## config.mk

```make
export PLATFORM = sky130hd
export DESIGN_NAME = knn2c_dist
export DESIGN_NICKNAME = d
export VERILOG_FILES = /design/src/hw/rtl/knn2c_pkg.sv /design/src/hw/rtl/knn2c_dist.sv
export SDC_FILE = /design/constraint.sdc
export NUM_CORES = 2
export LEC_CHECK = 0
export BUFFER_PORTS_ARGS = -buffer_cell sky130_fd_sc_hd__buf_2
export CORE_ASPECT_RATIO = 2
export CORE_UTILIZATION = 55
export CTS_BUF_LIST = sky130_fd_sc_hd__clkbuf_16
export DETAILED_ROUTE_END_ITERATION = 8
export PLACE_DENSITY = 0.72
export SYNTH_ARGS = -nofsm -noshare
export SYNTH_HDL_FRONTEND = slang
export SYNTH_SLANG_ARGS = --single-unit
```

## constraint.sdc

```tcl
create_clock -name clk -period 3.7 [get_ports clk]
set_input_delay 0.555 -clock clk [delete_from_list [all_inputs] [get_ports clk]]
set_output_delay 0.555 -clock clk [all_outputs]
set_load 0.02 [all_outputs]
```

## src/hw/rtl/knn2c_pkg.sv

```systemverilog
// Shared types, sizes and codes for the two-class nearest-neighbour classifier.
// No dependencies; used by every module of the block.
`default_nettype none
package knn2c_pkg;

	localparam int MAX_POINTS = 64;
	localparam int MAX_K      = 16;
	localparam int COORD_BITS = 16;

	// Fixed field widths
	localparam int FUNC_W  = 2;
	localparam int PORT_W  = 16;
	localparam int GRP_W   = 2;
	localparam int NB_W    = 5;
	localparam int VOTE_W  = 5;
	localparam int DATA_W  = 32;
	localparam int ADDR_W  = 3;

	// Derived sizes
	localparam int PTR_W   = (MAX_POINTS > 1) ? $clog2(MAX_POINTS) : 1;
	localparam int CNT_W   = $clog2(MAX_POINTS + 1);
	localparam int K_W     = $clog2(MAX_K + 1);
	localparam int KIDX_W  = (MAX_K > 1) ? $clog2(MAX_K) : 1;
	localparam int DIFF_W  = COORD_BITS + 1;
	localparam int SQ_W    = 2 * COORD_BITS + 1;
	localparam int DIST_W  = SQ_W + 2;

	// Function codes
	localparam logic [FUNC_W-1:0] FUNC_CLEAR = 2'd0;
	localparam logic [FUNC_W-1:0] FUNC_LOAD  = 2'd1;
	localparam logic [FUNC_W-1:0] FUNC_QUERY = 2'd2;

	// Group labels that vote
	localparam logic [GRP_W-1:0] GRP_ZERO = 2'd0;
	localparam logic [GRP_W-1:0] GRP_ONE  = 2'd1;

	// Register word index
	localparam logic [ADDR_W-3:0] REG_NEIGHBOURS = '0;
	localparam logic [NB_W-1:0]   NEIGHBOURS_RST = 5'd3;

	typedef logic signed [COORD_BITS-1:0] coord_t;

	typedef struct packed {
		coord_t            x;
		coord_t            y;
		coord_t            z;
		logic [GRP_W-1:0]  grp;
	} point_t;

	typedef struct packed {
		logic              vld;
		logic [DIST_W-1:0] range_sq;
		logic [PTR_W-1:0]  idx;
		logic [GRP_W-1:0]  grp;
	} cand_t;

	// Sign-extend the port word, then keep the low COORD_BITS bits.
	function automatic coord_t coord_of(input logic [PORT_W-1:0] raw);
		logic signed [31:0] w;
		w = 32'(signed'(raw));
		return w[COORD_BITS-1:0];
	endfunction

	// k clipped to MAX_K and to the number of stored points.
	function automatic logic [K_W-1:0] clip_k(input logic [NB_W-1:0] nb,
			input logic [CNT_W-1:0] cnt);
		int kn;
		kn = int'(nb);
		if (kn > MAX_K)
			kn = MAX_K;
		if (kn > int'(cnt))
			kn = int'(cnt);
		return K_W'(kn);
	endfunction

endpackage
`default_nettype wire

```

## src/hw/rtl/knn2c_dist.sv

```systemverilog
// Two-stage squared-distance unit: per-axis squares, then their sum.
// Depends on knn2c_pkg.
`default_nettype none
module knn2c_dist (
	input  wire logic                        clk,
	input  wire logic                        arst_n,
	input  wire logic                        pt_vld,
	input  wire logic [knn2c_pkg::PTR_W-1:0] pt_idx,
	input  wire knn2c_pkg::point_t           pt,
	input  wire knn2c_pkg::point_t           qry,
	output knn2c_pkg::cand_t                 cand
);
	import knn2c_pkg::*;

	logic signed [DIFF_W-1:0]   dx, dy, dz;
	logic signed [2*DIFF_W-1:0] px, py, pz;

	logic [SQ_W-1:0]   sqx_s2, sqy_s2, sqz_s2;
	logic [GRP_W-1:0]  grp_s2;
	logic [PTR_W-1:0]  idx_s2;
	logic              vld_s2;
	logic              vld_s3;
	logic [DIST_W-1:0] rng_s3;
	logic [PTR_W-1:0]  idx_s3;
	logic [GRP_W-1:0]  grp_s3;

	always_comb begin
		dx = DIFF_W'(pt.x) - DIFF_W'(qry.x);
		dy = DIFF_W'(pt.y) - DIFF_W'(qry.y);
		dz = DIFF_W'(pt.z) - DIFF_W'(qry.z);
		px = dx * dx;
		py = dy * dy;
		pz = dz * dz;
	end

	always_ff @(posedge clk or negedge arst_n) begin
		if (!arst_n) begin
			vld_s2 <= 1'b0;
			vld_s3 <= 1'b0;
		end else begin
			vld_s2 <= pt_vld;
			vld_s3 <= vld_s2;
		end
	end

	always_ff @(posedge clk) begin
		sqx_s2 <= px[SQ_W-1:0];
		sqy_s2 <= py[SQ_W-1:0];
		sqz_s2 <= pz[SQ_W-1:0];
		grp_s2 <= pt.grp;
		idx_s2 <= pt_idx;
		rng_s3 <= DIST_W'(sqx_s2) + DIST_W'(sqy_s2) + DIST_W'(sqz_s2);
		idx_s3 <= idx_s2;
		grp_s3 <= grp_s2;
	end

	assign cand = {vld_s3, rng_s3, idx_s3, grp_s3};

endmodule
`default_nettype wire

```

==> report_table.html <==
<table>
<tr><th>Metric</th><th>Value</th></tr>
<tr><th colspan="2">Setup path</th></tr>
<tr><td>Launching point of the worst reg2reg path</td><td>sqx_s2[5]</td></tr>
<tr><td>Worst Reg2Reg Path Length in Cells</td><td>11</td></tr>
<tr><td>Slack of the worst reg-to-reg path</td><td>80 ps</td></tr>
<tr><td>Startpoint class of the critical path</td><td>input pin</td></tr>
<tr><td>Endpoint of the worst register-to-register path</td><td>rng_s3[28]</td></tr>
<tr><td>Critical Path AT</td><td>7980 ps</td></tr>
<tr><td>Required time of the critical path</td><td>4030 ps</td></tr>
<tr><td>Critical path type</td><td>input pin to flip-flop</td></tr>
<tr><td>Category of the worst setup path capture point</td><td>flip-flop</td></tr>
<tr><td>Biggest cell delay along the critical path</td><td>520 ps</td></tr>
<tr><td>Critical Path Slowest Stage Cell</td><td>sky130_fd_sc_hd__fa_1</td></tr>
<tr><td>Most used cell along the critical path</td><td>sky130_fd_sc_hd__fa_1</td></tr>
<tr><td>Maximum fanout along the worst path</td><td>4</td></tr>
<tr><th colspan="2">Logic synthesis</th></tr>
<tr><td>Syn Area/Cell</td><td>9.32 um^2</td></tr>
<tr><td>Synthesized instance count</td><td>3,805</td></tr>
<tr><td>Top cell types by occurrence after synthesis</td><td>sky130_fd_sc_hd__inv_1, sky130_fd_sc_hd__fa_1, sky130_fd_sc_hd__nor2_1, sky130_fd_sc_hd__ha_1, sky130_fd_sc_hd__nand2_1</td></tr>
<tr><td>Cell types occupying the most area after synthesis</td><td>sky130_fd_sc_hd__fa_1, sky130_fd_sc_hd__ha_1, sky130_fd_sc_hd__inv_1</td></tr>
<tr><td>Share of flip-flops with an asynchronous set or reset after synthesis</td><td>1.34%</td></tr>
<tr><td>Register bit count reported by yosys</td><td>149</td></tr>
<tr><td>Post-synth cell types</td><td>86</td></tr>
<tr><td>Most common cell in the synthesized netlist</td><td>sky130_fd_sc_hd__inv_1</td></tr>
<tr><td>Top flip-flop cell by instance count after synthesis</td><td>sky130_fd_sc_hd__dfxtp_1</td></tr>
<tr><td>Number of enable flip-flop cells after synthesis</td><td>0</td></tr>
<tr><td>Proportion of netlist area held by the largest area contributor</td><td>46.8%</td></tr>
<tr><td>Share of the yosys chip area belonging to registers</td><td>8.44%</td></tr>
<tr><td>Warning count from the yosys run</td><td>0</td></tr>
<tr><td>Synthesized cell area</td><td>35,500 um^2</td></tr>
<tr><td>Largest area contributor in the netlist</td><td>sky130_fd_sc_hd__fa_1</td></tr>
<tr><th colspan="2">Global routing</th></tr>
<tr><td>Wire length of the first global-routing pass</td><td>169,000 um</td></tr>
<tr><td>Maximum number of pins on one net before global-route repair</td><td>17</td></tr>
<tr><td>Most Used Layer, Global Route</td><td>met2</td></tr>
<tr><td>Met2 usage in global routing</td><td>64.9%</td></tr>
<tr><td>Via count of the first global-routing pass</td><td>34,300</td></tr>
<tr><td>Initial antenna violation count</td><td>4</td></tr>
<tr><td>Global route total overflow</td><td>0</td></tr>
<tr><td>Met1 Track Usage GR</td><td>30.6%</td></tr>
<tr><td>GR Util met3</td><td>4.94%</td></tr>
<tr><td>Global Route Usage Sum</td><td>33.9%</td></tr>
<tr><th colspan="2">Detailed routing</th></tr>
<tr><td>Via density</td><td>5.41</td></tr>
<tr><td>First-iteration detailed-routing DRC count</td><td>1,392</td></tr>
<tr><td>Overall routed net length</td><td>107,000 um</td></tr>
<tr><td>Total vias in the final route</td><td>30,100</td></tr>
<tr><td>Total DRC errors in the routed layout</td><td>0</td></tr>
<tr><td>Average wire length per cell after detail routing</td><td>19.2 um</td></tr>
<tr><td>Residual antenna-violating net count after detailed routing</td><td>0</td></tr>
<tr><td>DRT Pass-1 Iters</td><td>6</td></tr>
<tr><th colspan="2">STA</th></tr>
<tr><td>Slew Limit Headroom</td><td>49.6%</td></tr>
<tr><td>Final max-slew violation count</td><td>0</td></tr>
<tr><td>Fmax</td><td>0.131 GHz</td></tr>
<tr><td>RSZ-0062 raised after global routing</td><td>true</td></tr>
<tr><td>Setup WS post-layout</td><td>-3960 ps</td></tr>
<tr><td>Measured slew at the worst slew-check pin</td><td>747 ps</td></tr>
<tr><td>Final period utilization</td><td>207%</td></tr>
<tr><td>Setup violators final</td><td>86</td></tr>
<tr><td>Number of hold violations in the final report</td><td>0</td></tr>
<tr><td>Time the final worst path needs with I/O delays and setup</td><td>7660 ps</td></tr>
<tr><td>Setup skew after layout</td><td>18.8 ps</td></tr>
<tr><th colspan="2">Floorplan</th></tr>
<tr><td>Number of rows created at floorplan</td><td>131</td></tr>
<tr><td>Overall die height</td><td>361 um</td></tr>
<tr><td>Effective utilization at floorplan</td><td>55.6%</td></tr>
<tr><td>Area of the die</td><td>65,600 um^2</td></tr>
<tr><td>Floorplan die width</td><td>182 um</td></tr>
<tr><td>Ports</td><td>153</td></tr>
<tr><td>Floorplan Core Area</td><td>63,800 um^2</td></tr>
<tr><th colspan="2">Finish</th></tr>
<tr><td>Final #Nets</td><td>6,012</td></tr>
<tr><td>Share of layout cells above drive strength 1</td><td>34.0%</td></tr>
<tr><td>Fillcell total</td><td>4,195</td></tr>
<tr><td>Final core area utilization</td><td>75.0%</td></tr>
<tr><td>Synthesis-to-finish area growth</td><td>34.9%</td></tr>
<tr><th colspan="2">Run</th></tr>
<tr><td>Count of maximum capacitance violations</td><td>0</td></tr>
<tr><th colspan="2">Clock network</th></tr>
<tr><td>Clock buffer depth</td><td>2</td></tr>
<tr><td>Clock tree sinks</td><td>149</td></tr>
<tr><td>CTS HTree Levels</td><td>4</td></tr>
<tr><td>Number of clock buffers inserted by TritonCTS</td><td>17</td></tr>
<tr><td>Root buf cell</td><td>sky130_fd_sc_hd__clkbuf_16</td></tr>
<tr><td>Clock transition time at the flip-flop clock pins of the worst setup and hold paths</td><td>70 ps</td></tr>
<tr><td>Clock Latency Late Sink</td><td>450 ps</td></tr>
<tr><td>CTS tree</td><td>done</td></tr>
<tr><th colspan="2">Place</th></tr>
<tr><td>GP Congestion</td><td>1.02</td></tr>
<tr><td>Half-perimeter wire length after placement</td><td>86,400 um</td></tr>
<tr><td>IO Port Bufs</td><td>150</td></tr>
<tr><th colspan="2">Hold path</th></tr>
<tr><td>Launch point of the worst hold path</td><td>pt_idx[1]</td></tr>
<tr><td>Hold Crit Depth</td><td>1</td></tr>
<tr><td>Worst hold-check path type</td><td>input pin to flip-flop</td></tr>
<tr><td>Hold EP</td><td>idx_s2[1]</td></tr>
<tr><th colspan="2">Run status</th></tr>
<tr><td>Result of the run</td><td>finished, violations left</td></tr>
<tr><td>Failing checks</td><td>setup timing</td></tr>
</table>
critical path, delay by kind of cell:
family | cells | cell delay [ps]
AO/OA/AOI/OAI | 10 | 2180
XOR/XNOR | 1 | 100
buffers and inverters | 11 | 770
AND/OR/NAND/NOR | 5 | 590
adder cells (fa/ha/maj) | 9 | 3770
cell usage in the layout, fill, tap and decap left out, types with 55 or more instances in the layout:
| cell | count |
|---|---|
| sky130_fd_sc_hd__buf_6 | 102 |
| sky130_fd_sc_hd__ha_4 | 78 |
| sky130_fd_sc_hd__inv_2 | 88 |
| sky130_fd_sc_hd__nor2_1 | 305 |
| sky130_fd_sc_hd__fa_1 | 787 |
| sky130_fd_sc_hd__buf_2 | 140 |
| sky130_fd_sc_hd__ha_1 | 231 |
| sky130_fd_sc_hd__a21oi_1 | 55 |
| sky130_fd_sc_hd__inv_1 | 932 |
| sky130_fd_sc_hd__nand2_1 | 251 |
| sky130_fd_sc_hd__xnor2_1 | 84 |
| sky130_fd_sc_hd__buf_4 | 750 |
| sky130_fd_sc_hd__dfxtp_1 | 147 |
final cells by class:
cell class,count,area [um^2],area share (%)
flip-flops and latches,149,2990,6.26
inverters,1041,4010,8.38
repair buffers,1015,7890,16.5
clock inverters,15,123,0.256
multi-input cells,2534,31400,65.6
well taps,798,998,2.09
diodes,2,5.00,0.0105
clock buffers,17,425,0.889
logic make-up after synthesis:
group | after synthesis | share of synthesized area (%)
buffers and inverters | 1124 | 12.0
AND/OR/NAND/NOR | 807 | 9.54
adder cells (fa/ha/maj) | 1145 | 58.0
AO/OA/AOI/OAI | 404 | 7.67
XOR/XNOR | 170 | 4.26
other | 1 | 0.0106
multiplexers | 5 | 0.152
flip-flops | 149 | 8.44
sequential cells by signal (all words and copies together), names as in the netlist:
signal	count
rng_s3	35
sqx_s2	32
sqy_s2	32
sqz_s2	32
idx_s2	6
idx_s3	6
grp_s2	2
grp_s3	2
vld_s2	1
vld_s3	1
layer usage:
| layer | vias up | share of wire [%] |
|---|---|---|
| met4 | 6 | 10 |
| met3 | 596 | 4.2 |
| met1 | 15200 | 30 |
| met5 | - | 0.040 |
| met2 | 1104 | 56 |
| li1 | 13300 | - |
metrics by stage:
| step | instances | setup slack (ps) | hold slack (ps) | instance area [um^2] | setup TNS [ps] |
|---|---|---|---|---|---|
| 2_1_floorplan | 3807 | -4010 | 259 | 36800 | -236050 |
| 3_3_place_gp | 5425 | -4490 | 310 | 43800 | -295630 |
| 3_5_place_dp | 5425 | -4620 | 312 | 43800 | -302260 |
| 4_1_cts | 5537 | -3820 | 203 | 46800 | -240300 |
| 5_1_grt | 5570 | -4260 | 203 | 47800 | -267100 |
| 6_report | 5571 | -3960 | 212 | 47800 | -247960 |
worst max-delay path by stage:
stage	from	to	slack [ps]	cells after the start
finish	pt[2]	sqz_s2[30]	-3960	36
global route	pt[2]	sqz_s2[29]	-4260	38
CTS	pt[2]	sqz_s2[32]	-3820	33
detailed placement	qry[19]	sqy_s2[29]	-4620	35
global placement	qry[19]	sqy_s2[32]	-4490	35
floorplan	pt[2]	sqz_s2[32]	-4010	33
what timing repair did:
action,in CTS,in global routing
gates cloned,1,0
hold buffers,1,0
pin swaps,303,190
resized for setup,446,171
endpoints found under the setup margin,87,92
buffers inserted,92,41
hold endpoints to repair,2,0
Power is not shown: default switching activity piles up to over one toggle a cycle in this logic, so the estimate is an artifact.
