$ cat src/hw/rtl/knn2c_pkg.sv
// Shared types, sizes and codes for the two-class nearest-neighbour classifier.
// No dependencies; used by every module of the block.
`default_nettype none
package knn2c_pkg;

	localparam int MAX_POINTS = 64;
	localparam int MAX_K      = 16;
	localparam int COORD_BITS = 16;

	// Fixed field widths
	localparam int FUNC_W  = 2;
	localparam int PORT_W  = 16;
	localparam int GRP_W   = 2;
	localparam int NB_W    = 5;
	localparam int VOTE_W  = 5;
	localparam int DATA_W  = 32;
	localparam int ADDR_W  = 3;

	// Derived sizes
	localparam int PTR_W   = (MAX_POINTS > 1) ? $clog2(MAX_POINTS) : 1;
	localparam int CNT_W   = $clog2(MAX_POINTS + 1);
	localparam int K_W     = $clog2(MAX_K + 1);
	localparam int KIDX_W  = (MAX_K > 1) ? $clog2(MAX_K) : 1;
	localparam int DIFF_W  = COORD_BITS + 1;
	localparam int SQ_W    = 2 * COORD_BITS + 1;
	localparam int DIST_W  = SQ_W + 2;

	// Function codes
	localparam logic [FUNC_W-1:0] FUNC_CLEAR = 2'd0;
	localparam logic [FUNC_W-1:0] FUNC_LOAD  = 2'd1;
	localparam logic [FUNC_W-1:0] FUNC_QUERY = 2'd2;

	// Group labels that vote
	localparam logic [GRP_W-1:0] GRP_ZERO = 2'd0;
	localparam logic [GRP_W-1:0] GRP_ONE  = 2'd1;

	// Register word index
	localparam logic [ADDR_W-3:0] REG_NEIGHBOURS = '0;
	localparam logic [NB_W-1:0]   NEIGHBOURS_RST = 5'd3;

	typedef logic signed [COORD_BITS-1:0] coord_t;

	typedef struct packed {
		coord_t            x;
		coord_t            y;
		coord_t            z;
		logic [GRP_W-1:0]  grp;
	} point_t;

	typedef struct packed {
		logic              vld;
		logic [DIST_W-1:0] range_sq;
		logic [PTR_W-1:0]  idx;
		logic [GRP_W-1:0]  grp;
	} cand_t;

	// Sign-extend the port word, then keep the low COORD_BITS bits.
	function automatic coord_t coord_of(input logic [PORT_W-1:0] raw);
		logic signed [31:0] w;
		w = 32'(signed'(raw));
		return w[COORD_BITS-1:0];
	endfunction

	// k clipped to MAX_K and to the number of stored points.
	function automatic logic [K_W-1:0] clip_k(input logic [NB_W-1:0] nb,
			input logic [CNT_W-1:0] cnt);
		int kn;
		kn = int'(nb);
		if (kn > MAX_K)
			kn = MAX_K;
		if (kn > int'(cnt))
			kn = int'(cnt);
		return K_W'(kn);
	endfunction

endpackage
`default_nettype wire

$ cat src/hw/rtl/knn2c_cell.sv
// One cell of the insertion chain: keeps the nearest candidate seen so far
// and passes the other one on. Depends on knn2c_pkg.
`default_nettype none
module knn2c_cell (
	input  wire logic                      clk,
	input  wire logic                      arst_n,
	input  wire logic                      clr,
	input  wire knn2c_pkg::cand_t          in_c,
	output knn2c_pkg::cand_t               out_c,
	output logic [knn2c_pkg::GRP_W-1:0]    held_grp
);
	import knn2c_pkg::*;

	logic              held_vld_q, out_vld_q;
	logic [DIST_W-1:0] held_rng_q, out_rng_q;
	logic [PTR_W-1:0]  held_idx_q, out_idx_q;
	logic [GRP_W-1:0]  held_grp_q, out_grp_q;
	logic              take;

	// Rank on distance, then on load order, so an equal distance keeps the earlier point.
	assign take = in_c.vld && (!held_vld_q ||
		({in_c.range_sq, in_c.idx} < {held_rng_q, held_idx_q}));

	always_ff @(posedge clk or negedge arst_n) begin
		if (!arst_n) begin
			held_vld_q <= 1'b0;
			out_vld_q  <= 1'b0;
		end else if (clr) begin
			held_vld_q <= 1'b0;
			out_vld_q  <= 1'b0;
		end else if (take) begin
			held_vld_q <= 1'b1;
			out_vld_q  <= held_vld_q;
		end else begin
			out_vld_q  <= in_c.vld;
		end
	end

	always_ff @(posedge clk) begin
		if (take) begin
			held_rng_q <= in_c.range_sq;
			held_idx_q <= in_c.idx;
			held_grp_q <= in_c.grp;
			out_rng_q  <= held_rng_q;
			out_idx_q  <= held_idx_q;
			out_grp_q  <= held_grp_q;
		end else begin
			out_rng_q  <= in_c.range_sq;
			out_idx_q  <= in_c.idx;
			out_grp_q  <= in_c.grp;
		end
	end

	assign out_c    = {out_vld_q, out_rng_q, out_idx_q, out_grp_q};
	assign held_grp = held_grp_q;

endmodule
`default_nettype wire

$ cat config.mk
export PLATFORM = sky130hd
export DESIGN_NAME = knn2c_cell
export DESIGN_NICKNAME = d
export VERILOG_FILES = /design/src/hw/rtl/knn2c_pkg.sv /design/src/hw/rtl/knn2c_cell.sv
export SDC_FILE = /design/constraint.sdc
export NUM_CORES = 1
export LEC_CHECK = 0
export ABC_AREA = 1
export BUFFER_PORTS_ARGS = -buffer_cell sky130_fd_sc_hd__buf_4
export CAP_MARGIN = 15
export CORE_UTILIZATION = 50
export CTS_CLUSTER_DIAMETER = 50
export DETAILED_ROUTE_END_ITERATION = 10
export PLACE_DENSITY = 0.77
export SYNTH_ARGS = -nofsm -noshare
export SYNTH_HDL_FRONTEND = slang
export SYNTH_SLANG_ARGS = --single-unit
$ cat constraint.sdc
create_clock -name clk -period 3.2 [get_ports clk]
set_input_delay 0.16 -clock clk [delete_from_list [all_inputs] [get_ports clk]]
set_output_delay 0.16 -clock clk [all_outputs]
set_load 0.005 [all_outputs]
==> results by group, run 1 <==
Routing
  – Vias per Instance: 4.86
  – 1st-iter DRT viols: 135
  – DRC violations left: 0
  – DR pass1 iterations: 4
  – Vias: 3165
  – Wire per inst: 12.8 um
  – Wirelength, routed: 8.33 mm
  – Antenna Nets Post-Route: 0

Cells and area
  – # diodes: 0
  – Area Overhead vs Synth: 32.5%
  – Most common cell after layout, fill and taps aside: nand2_1
  – Layout cell share with drive strength beyond 1: 20.8%
  – Post-layout net count: 631
  – Commonest non-fill, non-tap cells in the layout: nand2_1 (133), buf_4 (93), inv_1 (53), nand3_1 (45)
  – Fillers: 613
  – Fin util: 68.4%

STA
  – Slew @ Worst Pin: 0.527 ns
  – RSZ-0062 raised after global routing: false
  – Fin Clk Skew: 0.00769 ns
  – Setup violations, final: 0
  – Final WS setup: 0.535 ns
  – Final hold vios: 0
  – Fmax: 375 MHz
  – Tmin final: 2.66 ns
  – Slew HR: 64.9%
  – Pins over their slew limit: 0
  – Fin Setup TNS: 0 ns
  – Final clock period utilization by the worst path: 83.3%

Global route
  – Initial antenna violation count: 0
  – First-pass GRT wire length: 14.2 mm
  – Total grt overflow: 0
  – Vias in the first global route: 3145
  – Largest net degree at the start of global routing: 46
  – Gr usage total: 21.7%

Place
  – Hpwl dp: 5.58 mm
  – Routability cong.: 0.825
  – Port Buf Inserts: 92
  – Pre-CTS setup slack: 0.624 ns

Setup path
  – R2R depth: 12
  – Setup crit start: in_c[6]
  – CP max FO: 44
  – R2r startpoint: held_idx_q[4]$_DFFE_PP_
  – Reg2Reg Setup Slack: 0.64 ns
  – Req. time, crit path: 3.26 ns
  – Crit path to: held_rng_q[27]$_DFFE_PP_
  – Critical Path Start Type: input port
  – FF-to-FF End: held_rng_q[27]$_DFFE_PP_
  – Kind of end point of the critical path: flop
  – Crit path kind: input port to flop
  – Critical Path AT: 2.72 ns

Run status
  – Status: complete, no violations

Pwr
  – P per Cell Area: 473 mW/mm^2
  – Sw Share: 26.0%
  – Pint: 1.84 mW
  – LEAKAGE: 2.65 nW
  – Seq pwr share: 53.3%
  – Clock network power share: 28.5%
  – P_sw: 645 uW
  – VDD IR-drop max: 0.359 mV
  – Combinational group share of total power: 18.2%

Synthesis
  – Top cells by area, synth: edfxtp_1 (33%), dfxtp_1 (22%), ha_1 (13%)
  – Yosys reg bits: 88
  – Area leader, netlist: edfxtp_1
  – Mean Syn Cell Area: 9.49 um^2
  – Synth Cell Area: 0.00397 mm^2
  – Syn_nets: 505
  – Mapped Cells: 418
  – Synth unique cells: 24
  – Synth warnings: 0
  – Top-area cell type share of the netlist area: 32.5%
  – Seq/Total Area, Yosys: 55.5%

Die
  – Total core area: 0.00769 mm^2
  – Die H: 91.1 um
  – Die width: 91.1 um
  – I/O pin count: 93
  – Row count: 32
  – Initial Util: 51.6%
  – Die area: 0.00830 mm^2

Clock network
  – H-tree depth: 3
  – Reg clk slew, reported paths: 0.08 ns
  – CTS max path bufs: 2
  – Cts bufs inserted: 9
  – Num Clock Sinks: 88
  – CTS tree: done
  – Root Driver: clkbuf_8
  – Clk_lat worst skew: 0.36 ns

Worst hold path
  – Hold Path Class: input port to flop

Job
  – Max Cap Violations: 0
## stage by stage
stage	hold slack, ns	instance area [um^2]	total power, mW	instances
global placement	-0.0490	4720	1.75	600
floorplan	-0.136	3970	1.56	418
finish	0.00616	5260	2.48	651
detailed placement	-0.0453	4720	1.77	600
CTS	0.0000441	5240	2.50	649
global route	0.000460	5260	2.62	651
## worst min path at each step
stage,start,to,cells past startpoint
floorplan,arst_n,held_vld_q$_DFFE_PN0P_,0
global placement,arst_n,held_vld_q$_DFFE_PN0P_,1
detailed placement,arst_n,held_vld_q$_DFFE_PN0P_,1
CTS,in_c[27],held_rng_q[19]$_DFFE_PP_,1
global route,in_c[11],held_rng_q[3]$_DFFE_PP_,1
finish,in_c[27],held_rng_q[19]$_DFFE_PP_,1
## synthesized netlist by cell type
master / n
dfrtp_1: 2
nand3_1: 45
nand4_1: 2
buf_4: 1
buf_6: 4
inv_1: 54
nor3_1: 1
buf_2: 4
buf_1: 4
a21oi_1: 17
clkbuf_1: 1
o21a_1: 2
nand2_4: 1
nand2_8: 1
a21o_1: 2
o21ai_0: 2
nor2_1: 13
nor2_2: 1
dfxtp_1: 43
ha_1: 40
o211ai_1: 1
edfxtp_1: 43
nand3_2: 1
nand2_1: 133
## repair_timing
action,CTS,global route
resized for setup,0,0
endpoints found under the hold margin,35,2
hold buffers,33,2
buffers inserted,0,0
## power by group through the flow
stage          clock network [mW]  registers, mW  logic, mW
3_3_place_gp                    0           1.34      0.409
5_1_grt                     0.772           1.33      0.516
4_1_cts                     0.721           1.32      0.456
6_report                    0.707           1.32      0.453
3_5_place_dp                    0           1.35      0.420
2_1_floorplan                   0           1.35      0.211
## cells by family (layout without fill, tap and decap cells)
family / Yosys count / in the layout / share of synthesized area [%]
buf+inv: 68 / 199 / 7.41
simple gates: 198 / 198 / 21.1
compound gates: 24 / 24 / 3.34
fa+ha+maj: 40 / 40 / 12.6
flops: 88 / 88 / 55.5
## worst max-delay path, cell delays in order
cell	delay (ns)
dlygate4sd3_1	0.54
buf_4	0.15
ha_1	0.32
a21oi_1	0.18
nand2_1	0.07
nand2_1	0.05
nand3_1	0.09
nand2_1	0.11
nand3_2	0.09
nand2_4	0.09
nand2_8	0.18
inv_2	0.42
buf_12	0.25
## routing by layer
metal | global-route usage [%] | up-vias | wire (um) | share of wire [%]
met1 | 27.7 | 1470 | 3750 | 45
met3 | 3.27 | 11 | 361 | 4.3
met5 | 0 | - | 0 | 0
met2 | 36.9 | 73 | 4100 | 49
li1 | - | 1611 | - | -
met4 | 8.33 | 0 | 118 | 1.4
## area by class of cell
| cell class | instances | area [um^2] | area share (%) |
|---|---|---|---|
| clock inverters | 4 | 28.8 | 0.547 |
| clock buffers | 12 | 155 | 2.95 |
| well taps | 102 | 128 | 2.43 |
| multi-input cells | 262 | 1470 | 28.0 |
| inverters | 54 | 203 | 3.86 |
| flip-flops and latches | 88 | 2200 | 41.9 |
| repair buffers | 129 | 1070 | 20.3 |
## sequential cells by signal (all words and copies together), names as in the netlist
name / cells
out_grp_q: 2
held_rng_q: 35
out_rng_q: 35
out_vld_q: 1
held_grp: 2
held_idx_q: 6
held_vld_q: 1
out_idx_q: 6
(Power assumes the default switching activity.)
==> inputs of run 2 (changes only) <==
--- a/config.mk
+++ b/config.mk
@@ -8,7 +8,7 @@
 export ABC_AREA = 1
 export BUFFER_PORTS_ARGS = -buffer_cell sky130_fd_sc_hd__buf_4
 export CAP_MARGIN = 15
-export CORE_UTILIZATION = 50
+export CORE_UTILIZATION = 48
 export CTS_CLUSTER_DIAMETER = 50
 export DETAILED_ROUTE_END_ITERATION = 10
 export PLACE_DENSITY = 0.77
==> constraint.sdc (replaced) <==
create_clock -name clk -period 2.45 [get_ports clk]
set_input_delay 0.1225 -clock clk [delete_from_list [all_inputs] [get_ports clk]]
set_output_delay 0.1225 -clock clk [all_outputs]
set_load 0.005 [all_outputs]
==> run 2 against run 1 <==
Effect of this change: core utilization grew 1.0 points; sequential power grew 31%; first-iteration DRC count grew 8.1%; critical path type unchanged; critical endpoint is now held_rng_q[1]$_DFFE_PP_; largest cell class unchanged; largest power group unchanged.
==> results by group, run 2 (synthesized netlist as in run 1, its figures left out) <==
Routing
  – DRC violations left: 0 (unchanged)
  – Vias: 3272 (was 3165)
  – Wire per inst: 13.8 um (was 12.8 um)
  – DR pass1 iterations: 4 (unchanged)
  – Wirelength, routed: 9.25 mm (was 8.33 mm)
  – Vias per Instance: 4.89 (was 4.86)
  – Antenna Nets Post-Route: 0 (unchanged)
  – 1st-iter DRT viols: 146 (was 135)

STA
  – Hold_ws: 0.0982 ns (was 0.00616 ns)
  – Pins over their slew limit: 0 (unchanged)
  – Final hold vios: 0 (unchanged)
  – RSZ-0062 raised after global routing: false (unchanged)
  – Slew @ Worst Pin: 0.526 ns (was 0.527 ns)
  – Setup violations, final: 0 (unchanged)
  – Final clock period utilization by the worst path: 94.9%
  – Fin Clk Skew: 0.0148 ns (was 0.00769 ns)
  – Fmax: 430 MHz
  – Tmin final: 2.33 ns
  – Slew HR: 65.0% (was 64.9%)

Worst hold path
  – Hold Path Class: input port to async pin (was input port to flop)

Die
  – Die area: 0.00863 mm^2 (was 0.00830 mm^2)
  – Die H: 92.9 um (was 91.1 um)
  – Die width: 92.9 um (was 91.1 um)
  – Total core area: 0.00785 mm^2 (was 0.00769 mm^2)
  – Initial Util: 50.6% (was 51.6%)
  – Row count: 32 (unchanged)
  – I/O pin count: 93 (unchanged)

Pwr
  – VDD IR-drop max: 0.332 mV (was 0.359 mV)
  – P per Cell Area: 606 mW/mm^2 (was 473 mW/mm^2)
  – LEAKAGE: 2.74 nW (was 2.65 nW)

Cells and area
  – Most common cell after layout, fill and taps aside: nand2_1 (unchanged)
  – Area Overhead vs Synth: 37.2% (was 32.5%)
  – Commonest non-fill, non-tap cells in the layout: nand2_1 (133), buf_4 (98), inv_1 (53), nand3_1 (45), dlygate4sd3_1 (45) (was nand2_1 (133), buf_4 (93), inv_1 (53), nand3_1 (45))
  – # diodes: 0 (unchanged)
  – Largest regs: held_rng_q: 35 flops, out_rng_q: 35 flops (unchanged)
  – Fin util: 69.4% (was 68.4%)
  – Post-layout net count: 649 (was 631)
  – Layout cell share with drive strength beyond 1: 21.9% (was 20.8%)

Place
  – Routability cong.: 0.790 (was 0.825)
  – Port Buf Inserts: 92 (unchanged)
  – Hpwl dp: 5.88 mm (was 5.58 mm)

Global route
  – Total grt overflow: 0 (unchanged)
  – Largest net degree at the start of global routing: 46 (unchanged)
  – Gr usage total: 22.3% (was 21.7%)
  – First-pass GRT wire length: 14.9 mm (was 14.2 mm)
  – Initial antenna violation count: 0 (unchanged)
  – Vias in the first global route: 3303 (was 3145)

Job
  – Max Cap Violations: 0 (unchanged)

Setup path
  – Critical Path AT: 2.38 ns (was 2.72 ns)
  – Reg2Reg Setup Slack: 0.18 ns (was 0.64 ns)
  – Crit path kind: input port to flop (unchanged)
  – CP max FO: 10 (was 44)
  – Kind of end point of the critical path: flop (unchanged)
  – Setup crit start: in_c[42] (was in_c[6])
  – R2r startpoint: held_rng_q[34]$_DFFE_PP_ (was held_idx_q[4]$_DFFE_PP_)
  – Req. time, crit path: 2.51 ns (was 3.26 ns)
  – Critical Path Start Type: input port (unchanged)

Clock network
  – Clk_lat worst skew: 0.36 ns (about the same)
  – Cts bufs inserted: 9 (unchanged)
  – Root Driver: clkbuf_8 (unchanged)
  – Num Clock Sinks: 88 (unchanged)
  – CTS tree: done (unchanged)
  – H-tree depth: 3 (unchanged)
  – Reg clk slew, reported paths: 0.08 ns (about the same)
  – CTS max path bufs: 2 (unchanged)

Run status
  – Status: complete, no violations (unchanged)
==> run 2: changes by cell type in the layout (fill, tap and decap cells not counted) <==
cell,change
dlygate4sd3_1,+10
buf_4,+5
buf_6,+2
clkbuf_1,-1
clkbuf_16,+1
clkbuf_8,-1
clkinv_2,+1
clkinv_4,+1
inv_2,-1
inv_6,+1
nor2_1,-1
nor2_2,+1
==> run 2: per-layer routing <==
layer,vias to the layer above,share of wire [%],routed length [um],track usage [%]
met5,-,0,0,0
met4,0,2.5,230,11.0
met3,24,3.9,365,3.37
met2,110,49,4560,39.5
met1,1497,44,4090,26.1
li1,1641,-,-,-
==> run 2: per-stage QoR <==
step	setup TNS, ns	std cells	total power [mW]	cell area [um^2]	worst slack [ns]
6_report	0	669	3.30	5450	0.125
5_1_grt	0	669	3.46	5450	0.0142
2_1_floorplan	-3.84	418	2.04	3970	-0.0894
3_5_place_dp	0	602	2.32	4740	0.227
3_3_place_gp	0	602	2.29	4740	0.313
4_1_cts	0	663	3.29	5370	0.0836
==> run 2: cell type report <==
cell class / count / area [um^2]
multi-input combinational: 262 / 1470
clock inverter: 6 / 43.8
sequential: 88 / 2200
inverter: 54 / 206
fill: 612 / 2400
timing repair buffer: 147 / 1250
clock buffer: 10 / 138
tap: 102 / 128
==> run 2: worst paths after layout <==
kind,endpoint,cells past startpoint
setup / recovery,held_rng_q[1]$_DFFE_PP_,12
hold / removal,held_vld_q$_DFFE_PN0P_,2
setup reg to reg,held_rng_q[1]$_DFFE_PP_,11
hold reg to reg,out_rng_q[11]$_DFF_P_,2
max in group asynchronous,out_vld_q$_DFF_PN0_,2
min in group clk,out_rng_q[31]$_DFF_P_,3
==> run 2: power by group <==
part	switching, mW	total (mW)	internal, mW
Clock	0.529	0.929	0.400
Combinational	0.313	0.641	0.328
Sequential	0.0490	1.73	1.68
Total	0.892	3.30	2.41
==> run 2: timing repair <==
action,4_1_cts,5_1_grt
hold buffers,45,0
buffers inserted,0,5
endpoints found under the setup margin,0,54
resized for setup,0,3
endpoints found under the hold margin,88,0
==> run 2: worst max-delay path, cell delays in order <==
cell           delay, ns
dlygate4sd3_1       0.54
buf_4               0.15
ha_1                0.32
a21oi_1             0.22
o21a_1              0.18
nand2_1             0.06
nor2_1              0.12
nand3_2             0.10
nand2_4             0.11
nand2_8             0.09
clkinvlp_4          0.15
buf_4               0.20
